**src/hdl/char_lcd_nibble_writer_top_macros.svh**
```systemverilog
// Assertion macros shared by the character LCD nibble writer RTL.
`ifndef CHAR_LCD_NIBBLE_WRITER_TOP_MACROS_SVH
`define CHAR_LCD_NIBBLE_WRITER_TOP_MACROS_SVH

// Checked on every rising clock edge outside reset.
`define CLNW_ASSERT(label, prop, msg) \
   label: assert property (@(posedge clock) disable iff (reset) prop) else $error(msg);

// Checked on every rising clock edge, reset included.
`define CLNW_ASSERT_ALWAYS(label, prop, msg) \
   label: assert property (@(posedge clock) prop) else $error(msg);

`endif

```
**src/hdl/clnw_pkg.sv**
```systemverilog
// Types and constants for the character LCD nibble writer.
`timescale 1ns / 1ps
`default_nettype none

package clnw_pkg;

   localparam logic       KIND_CHAR      = 1'b0;
   localparam logic       KIND_CMD       = 1'b1;

   localparam logic       RS_INSTR       = 1'b0;
   localparam logic       RS_DATA        = 1'b1;

   localparam logic [7:0] CMD_CLEAR      = 8'h01;
   localparam logic [7:0] CMD_HOME       = 8'h02;
   localparam logic [7:0] CMD_SET_ADDR   = 8'h80;
   localparam logic [6:0] ROW_OFFSET     = 7'h40;
   localparam logic [7:0] CHAR_NEWLINE   = 8'd10;

   localparam logic [7:0]  SHORT_WAIT_RESET = 8'd40;
   localparam logic [11:0] LONG_WAIT_RESET  = 12'd1600;

   localparam logic       REG_SHORT_WAIT = 1'b0;
   localparam logic       REG_LONG_WAIT  = 1'b1;

   // One byte sent as two nibble transfers.
   typedef struct packed {
      logic        rs;
      logic [7:0]  data;
      logic [11:0] wait_us;
   } lcd_byte_type;

endpackage

`default_nettype wire

```
**src/hdl/char_lcd_nibble_writer_top.sv**
```systemverilog
// Top level of the character LCD nibble writer.
//
//   Channel   Direction  Handshake            Payload
//   req       in         req_valid/req_stall  req_kind, req_payload
//   rsp       out        rsp_valid/rsp_stall  rsp_reg_select, rsp_nibble, rsp_wait_us, rsp_last
//   csr       in         APB psel/penable     paddr, pwdata, prdata
//
// A transaction on req yields two nibble transfers (command or newline) or four
// (ordinary character), one per cycle while rsp is not stalled. The one-entry
// transfer plan register holds one transaction at a time: the next transaction
// is taken in the cycle the last nibble of the current plan moves to rsp.
// Reset is synchronous; the cursor returns to row 0, column 0.
// A stall on rsp holds the output register and then back-pressures req.
`timescale 1ns / 1ps
`default_nettype none

`include "char_lcd_nibble_writer_top_macros.svh"

module char_lcd_nibble_writer_top
   import clnw_pkg::*;
#(
   parameter int COLUMNS = 16
) (
   input  wire logic        clock,
   input  wire logic        reset,

   input  wire logic        req_valid,
   output      logic        req_stall,
   input  wire logic        req_kind,
   input  wire logic [7:0]  req_payload,

   output      logic        rsp_valid,
   input  wire logic        rsp_stall,
   output      logic        rsp_reg_select,
   output      logic [3:0]  rsp_nibble,
   output      logic [11:0] rsp_wait_us,
   output      logic        rsp_last,

   input  wire logic        psel,
   input  wire logic        penable,
   input  wire logic        pwrite,
   input  wire logic [2:0]  paddr,
   input  wire logic [31:0] pwdata,
   output      logic [31:0] prdata,
   output      logic        pready
);

   localparam int COL_W = (COLUMNS > 1) ? $clog2(COLUMNS) : 1;
   localparam logic [COL_W-1:0] COL_MAX = COL_W'(COLUMNS - 1);

   logic [7:0]       short_wait_ff;
   logic [11:0]      long_wait_ff;
   logic [COL_W-1:0] col_ff, col_in;
   logic             row_ff, row_in;

   logic             plan_valid_ff, plan_valid_in;
   logic             plan_two_ff, plan_two_in;
   logic [1:0]       idx_ff, idx_in;
   lcd_byte_type     byte_a_ff, byte_a_in;
   lcd_byte_type     byte_b_ff, byte_b_in;

   logic             rsp_valid_ff, rsp_valid_in;
   logic             rsp_rs_ff, rsp_rs_in;
   logic [3:0]       rsp_nibble_ff, rsp_nibble_in;
   logic [11:0]      rsp_wait_ff, rsp_wait_in;
   logic             rsp_last_ff, rsp_last_in;

   logic             cfg_write;
   logic             req_accept;
   logic             out_load;
   logic             plan_at_last;
   logic             plan_done;
   logic             is_newline;
   logic             wrap;
   logic [COL_W-1:0] col_step;
   logic [6:0]       addr;
   logic [11:0]      short_wait_ext;
   logic [11:0]      cmd_wait;
   lcd_byte_type     addr_byte;
   lcd_byte_type     cur_byte;

   // Configuration port.
   assign pready    = 1'b1;
   assign cfg_write = psel && penable && pwrite && pready;

   always_ff @(posedge clock) begin
      if (reset) begin
         short_wait_ff <= SHORT_WAIT_RESET;
         long_wait_ff  <= LONG_WAIT_RESET;
      end else if (cfg_write) begin
         if (paddr[2] == REG_SHORT_WAIT) begin
            short_wait_ff <= pwdata[7:0];
         end else begin
            long_wait_ff <= pwdata[11:0];
         end
      end
   end

   always_comb begin
      if (paddr[2] == REG_SHORT_WAIT) begin
         prdata = {24'd0, short_wait_ff};
      end else begin
         prdata = {20'd0, long_wait_ff};
      end
   end

   // Handshake control.
   assign out_load     = plan_valid_ff && (!rsp_valid_ff || !rsp_stall);
   assign plan_at_last = (idx_ff == (plan_two_ff ? 2'd3 : 2'd1));
   assign plan_done    = out_load && plan_at_last;
   assign req_stall    = plan_valid_ff && !plan_done;
   assign req_accept   = req_valid && !req_stall;

   // Transfer plan for the incoming transaction.
   always_comb begin
      is_newline     = (req_payload == CHAR_NEWLINE);
      wrap           = (col_ff == COL_MAX) || is_newline;
      col_step       = col_ff + COL_W'(1);
      short_wait_ext = {4'd0, short_wait_ff};
      if (req_payload == CMD_CLEAR || req_payload == CMD_HOME) begin
         cmd_wait = long_wait_ff;
      end else begin
         cmd_wait = short_wait_ext;
      end

      col_in = col_ff;
      row_in = row_ff;
      if (req_accept && req_kind == KIND_CHAR) begin
         if (wrap) begin
            col_in = '0;
            row_in = !row_ff;
         end else begin
            col_in = col_step;
         end
      end

      addr              = (row_in ? ROW_OFFSET : 7'd0) + {{(7 - COL_W){1'b0}}, col_in};
      addr_byte.rs      = RS_INSTR;
      addr_byte.data    = CMD_SET_ADDR | {1'b0, addr};
      addr_byte.wait_us = short_wait_ext;

      byte_b_in = addr_byte;
      if (req_kind == KIND_CMD) begin
         plan_two_in       = 1'b0;
         byte_a_in.rs      = RS_INSTR;
         byte_a_in.data    = req_payload;
         byte_a_in.wait_us = cmd_wait;
      end else if (is_newline) begin
         plan_two_in = 1'b0;
         byte_a_in   = addr_byte;
      end else begin
         plan_two_in       = 1'b1;
         byte_a_in.rs      = RS_DATA;
         byte_a_in.data    = req_payload;
         byte_a_in.wait_us = short_wait_ext;
      end

      plan_valid_in = plan_valid_ff;
      idx_in        = idx_ff;
      if (req_accept) begin
         plan_valid_in = 1'b1;
         idx_in        = 2'd0;
      end else if (out_load) begin
         if (plan_at_last) begin
            plan_valid_in = 1'b0;
         end else begin
            idx_in = idx_ff + 2'd1;
         end
      end
   end

   always_ff @(posedge clock) begin
      if (reset) begin
         plan_valid_ff <= 1'b0;
         idx_ff        <= 2'd0;
         col_ff        <= '0;
         row_ff        <= 1'b0;
      end else begin
         plan_valid_ff <= plan_valid_in;
         idx_ff        <= idx_in;
         col_ff        <= col_in;
         row_ff        <= row_in;
      end
   end

   always_ff @(posedge clock) begin
      if (req_accept) begin
         plan_two_ff <= plan_two_in;
         byte_a_ff   <= byte_a_in;
         byte_b_ff   <= byte_b_in;
      end
   end

   // Output register.
   always_comb begin
      if (plan_two_ff && idx_ff[1]) begin
         cur_byte = byte_b_ff;
      end else begin
         cur_byte = byte_a_ff;
      end

      rsp_valid_in  = rsp_valid_ff;
      rsp_rs_in     = rsp_rs_ff;
      rsp_nibble_in = rsp_nibble_ff;
      rsp_wait_in   = rsp_wait_ff;
      rsp_last_in   = rsp_last_ff;
      if (!rsp_valid_ff || !rsp_stall) begin
         rsp_valid_in = plan_valid_ff;
         rsp_rs_in    = cur_byte.rs;
         rsp_last_in  = plan_at_last;
         if (idx_ff[0]) begin
            rsp_nibble_in = cur_byte.data[3:0];
            rsp_wait_in   = cur_byte.wait_us;
         end else begin
            rsp_nibble_in = cur_byte.data[7:4];
            rsp_wait_in   = 12'd0;
         end
      end
   end

   always_ff @(posedge clock) begin
      if (reset) begin
         rsp_valid_ff <= 1'b0;
      end else begin
         rsp_valid_ff <= rsp_valid_in;
      end
   end

   always_ff @(posedge clock) begin
      rsp_rs_ff     <= rsp_rs_in;
      rsp_nibble_ff <= rsp_nibble_in;
      rsp_wait_ff   <= rsp_wait_in;
      rsp_last_ff   <= rsp_last_in;
   end

   assign rsp_valid      = rsp_valid_ff;
   assign rsp_reg_select = rsp_rs_ff;
   assign rsp_nibble     = rsp_nibble_ff;
   assign rsp_wait_us    = rsp_wait_ff;
   assign rsp_last       = rsp_last_ff;

   `CLNW_ASSERT(a_plan_not_overwritten, req_accept && plan_valid_ff |-> plan_done, "plan overwritten before its last transfer")
   `CLNW_ASSERT(a_column_in_range, col_ff <= COL_MAX, "cursor column out of range")
   `CLNW_ASSERT(a_high_nibble_no_wait, out_load && !idx_ff[0] |=> rsp_wait_us == 12'd0, "high nibble carries a wait")
   `CLNW_ASSERT_ALWAYS(a_reset_clears_output, reset |=> !rsp_valid, "output valid right after reset")

endmodule

`default_nettype wire

```
**config.mk**
```make
export PLATFORM = sky130hd
export DESIGN_NAME = char_lcd_nibble_writer_top
export DESIGN_NICKNAME = d
export VERILOG_FILES = /design/src/hdl/clnw_pkg.sv /design/src/hdl/char_lcd_nibble_writer_top.sv
export VERILOG_INCLUDE_DIRS = /design/src /design/src/hdl
export SDC_FILE = /design/constraint.sdc
export NUM_CORES = 1
export LEC_CHECK = 0
export BUFFER_PORTS_ARGS = -buffer_cell sky130_fd_sc_hd__buf_2
export CORE_ASPECT_RATIO = 0.7
export CORE_MARGIN = 2
export CORE_UTILIZATION = 56
export DETAILED_ROUTE_END_ITERATION = 7
export PLACE_DENSITY = 0.85
export REMOVE_ABC_BUFFERS = 1
export SLEW_MARGIN = 10
export SYNTH_ARGS = -nofsm -noshare
export SYNTH_HDL_FRONTEND = slang
export SYNTH_SLANG_ARGS = --single-unit
```
**constraint.sdc**
```tcl
create_clock -name clock -period 3.81 [get_ports clock]
set_clock_uncertainty 0.05 [all_clocks]
set_input_delay 0.5715 -clock clock [delete_from_list [all_inputs] [get_ports clock]]
set_output_delay 0.5715 -clock clock [all_outputs]
set_load 0.005 [all_outputs]
```
==> tab_implementation.tex <==
\begin{tabular}{lr}
\hline
Metric & Value \\
\hline
\multicolumn{2}{l}{\textbf{Detailed routing}} \\
\# DRC & 0 \\
First DRT Iteration DRCs & between 150 and 200 \\
Avg Vias per Cell & around 5.1 \\
Total number of vias & $\sim$2,200 \\
Detailed-route wire length per cell & between 10 and 15 um \\
Antenna-violating nets left & 0 \\
Drt first pass iters & 4 \\
Total length of routed wires & between 6000 and 7000 um \\
\multicolumn{2}{l}{\textbf{Yosys}} \\
Most common library cells after synthesis & 52 x edfxtp\_1, 35 x nand2\_1, 29 x dfxtp\_1 \\
Synth Instances & $\sim$300 \\
Portion of the post-synthesis area used by sequential elements & 0.597 \\
Cells taking the most area after synthesis & edfxtp\_1 44\%, dfxtp\_1 16\%, mux2\_2 6.0\% \\
Share of Yosys cell area claimed by the top area cell type & 0.435 \\
Post-Synth Simple-Gate Area & 0.146 \\
Predominant post-synthesis flop cell & edfxtp\_1 \\
Adder and majority cell fraction of the synthesized area & 0.00698 \\
Async set-or-reset flop fraction in the synthesized netlist & 0 \\
Count of synthesis-stage warnings from yosys & 0 \\
Number of synthesized flops with an enable pin & 52 \\
Cell type with the largest total area after synthesis & edfxtp\_1 \\
Main combinational cell family by area after synthesis & simple AND/OR/NAND/NOR gates \\
Synth Cell Area & 3590 um\^{}2 \\
Count leader, synth & edfxtp\_1 \\
Post-synthesis area per instance & between 10 and 15 um\^{}2 \\
Number of synthesized register bits & 81 \\
Synthesized-area fraction occupied by xor and xnor cells & 0.0122 \\
Mux share of post-synthesis cell area & 0.108 \\
Fraction of the mapped netlist area in compound gates & 0.0621 \\
Distinct cell type count after synthesis & 44 \\
\multicolumn{2}{l}{\textbf{STA}} \\
Timing-limited maximum frequency & $\sim$410 MHz \\
Slew headroom & 0.314 \\
Worst-case setup margin in the final layout & about 1.4 ns \\
RSZ-0062 raised after global routing & no \\
Min Clock Period, post-route & 2.43 ns \\
Final worst hold slack & between 0.3 and 0.4 ns \\
Fraction of the cycle the final worst path needs & 0.638 \\
Worst-Margin Slew & around 1.0 ns \\
Setup TNS & 0 ns \\
Count of final max-slew check failures & 0 \\
Final Hold Vio Count & 0 \\
Final setup violation count & 0 \\
\multicolumn{2}{l}{\textbf{Die}} \\
Std cell rows & 24 \\
Vert. Die Dim & approximately 71 um \\
Starting density of the core & 0.577 \\
I/O pin total & about 100 \\
Standard cell core area & around 6200 um\^{}2 \\
Die area & between 7000 and 8000 um\^{}2 \\
X dimension of the die & approximately 100 um \\
\multicolumn{2}{l}{\textbf{Critical path}} \\
Largest driver fanout on the critical path & 19 \\
Required time of the worst setup path & between 3 and 4 ns \\
Startpoint kind of the worst setup timing path & register \\
Worst setup path class & register to output pin \\
Critical path data arrival time & approximately 1.8 ns \\
Critical path endpoint category & output pin \\
\multicolumn{2}{l}{\textbf{Global route}} \\
Antenna violations before repair & 0 \\
Global Route Usage Sum & 0.191 \\
Maximum number of pins on one net before global-route repair & 36 \\
Via count of the first global-routing pass & $\sim$2,100 \\
Global route overflow & 0 \\
First-pass GRT wire length & just over 10,000 um \\
\multicolumn{2}{l}{\textbf{Clocking}} \\
Number of buffers inserted during clock tree synthesis & 9 \\
Clock-pin slew reported for the worst setup and hold paths after clock tree synthesis & 0.08 ns \\
Number of buffers inserted to repair setup after CTS & 0 \\
Count of hold-fix buffers inserted at cts & 0 \\
Buffer levels on the longest clock path & 2 \\
TritonCTS clock tree & built \\
Number of sinks handled by clock tree synthesis & 81 \\
Worst-Skew Late Latency & $\sim$0.35 ns \\
Total number of H-tree levels & 3 \\
Number of gates resized after CTS & 0 \\
Library cell used as clock root buffer & clkbuf\_8 \\
\multicolumn{2}{l}{\textbf{Run status}} \\
Status & completed \\
\multicolumn{2}{l}{\textbf{Power}} \\
Total power after layout & about 1.7 mW \\
Power density relative to cell area & around 420 nW/um\^{}2 \\
Pleak & approximately 1.6 nW \\
Max rail drop VDD & between 0.2 and 0.25 mV \\
\multicolumn{2}{l}{\textbf{Finish}} \\
Flip-flop and latch area & about 2100 um\^{}2 \\
Final nets & a little over 400 \\
Fillcell total & around 470 \\
Count of antenna diodes in the layout & 0 \\
Area of combinational cells with multiple inputs & 1280 um\^{}2 \\
Layout-stage area growth over the synthesis result & 12.3\% \\
Fraction of final layout cells with drive strength greater than 1 & 0.294 \\
\multicolumn{2}{l}{\textbf{Place}} \\
Pre-CTS setup slack & about 1.2 ns \\
Routability cong. & between 0.8 and 0.9 \\
HPWL after DPL & 4390 um \\
Port Buffer Count & 60 \\
\multicolumn{2}{l}{\textbf{Job}} \\
Maxcap violations & 0 \\
\multicolumn{2}{l}{\textbf{Hold path}} \\
Class of the tightest hold or removal check & input port to register \\
\hline
\end{tabular}
==> worst paths after layout <==
check | end | slack, ns | depth (start not counted) | start
worst max-delay path | req_stall | 1.38 | 4 | idx_ff[0]$_SDFFE_PP0P_
worst min-delay path | byte_a_ff[16]$_DFFE_PP_ | 0.36 | 1 | req_payload[4]
worst max register to register | byte_a_ff[13]$_DFFE_PP_ | 1.46 | 5 | idx_ff[0]$_SDFFE_PP0P_
worst min register to register | long_wait_ff[1]$_SDFFE_PP0P_ | 0.42 | 2 | long_wait_ff[1]$_SDFFE_PP0P_
==> cells by family after synthesis <==
family,Yosys count
buf+inv,40
flops,81
compound gates,32
mux,35
fa+ha+maj,2
simple gates,99
other cells,2
xor+xnor,5
==> critical path, stage by stage (launching register included) <==
cell and delay (ns):
dfxtp_1 0.74, a21bo_2 0.32, o21ai_4 0.19, inv_1 0.08, buf_2 0.13
==> metrics by stage <==
step	instances	cell area [um^2]	util
2_1_floorplan	280	3440	-
3_3_place_gp	419	3850	0.619
3_5_place_dp	419	3850	0.619
4_1_cts	435	4030	0.648
5_1_grt	435	4030	0.648
6_report	435	4030	0.648
==> state kept, by name, summed over array words and instances (netlist names) <==
| register | flops |
|---|---|
| byte_a_ff | 20 |
| byte_b_ff | 13 |
| col_ff | 4 |
| idx_ff | 2 |
| long_wait_ff | 12 |
| plan_two_ff | 1 |
| plan_valid_ff | 1 |
| row_ff | 1 |
| rsp_last | 1 |
| rsp_nibble | 4 |
| rsp_reg_select | 1 |
| rsp_valid | 1 |
| rsp_wait_us | 12 |
| short_wait_ff | 8 |
==> layout make-up <==
class / count / area share
repair buffers: 61 / 0.0764
multi-input cells: 194 / 0.318
clock buffers: 11 / 0.0351
clock inverters: 5 / 0.00994
inverters: 5 / 0.00466
well taps: 78 / 0.0242
flip-flops and latches: 81 / 0.532
==> placed cells by master, fill, tap and decap left out, types with 4 or more instances in the layout <==
master	n
buf_2	60
inv_1	5
clkbuf_8	10
and2_1	12
a21oi_1	15
conb_1	21
nand3_1	4
nor2_1	16
dfxtp_1	29
mux2i_1	15
mux2_2	19
edfxtp_1	52
nand2_1	35
nor2b_1	16
==> where the power goes <==
part / total (mW) / internal [mW] / switching [mW] / leakage [nW]
clock network: 0.561 / 0.258 / 0.303 / 0.0822
logic: 0.139 / 0.0609 / 0.0779 / 0.798
registers: 1.00 / 0.982 / 0.0200 / 0.763
total: 1.70 / 1.30 / 0.401 / 1.64
==> per-layer routing <==
metal | up-vias | share of wire | GRT usage | routed length [um]
li1 | 1118 | - | - | -
met1 | 1025 | 0.44 | 0.257 | 2810
met2 | 86 | 0.47 | 0.299 | 3020
met3 | 9 | 0.067 | 0.0445 | 425
met4 | 0 | 0.017 | 0.0852 | 108
met5 | - | 0 | 0 | 0
(Power assumes the default switching activity.)
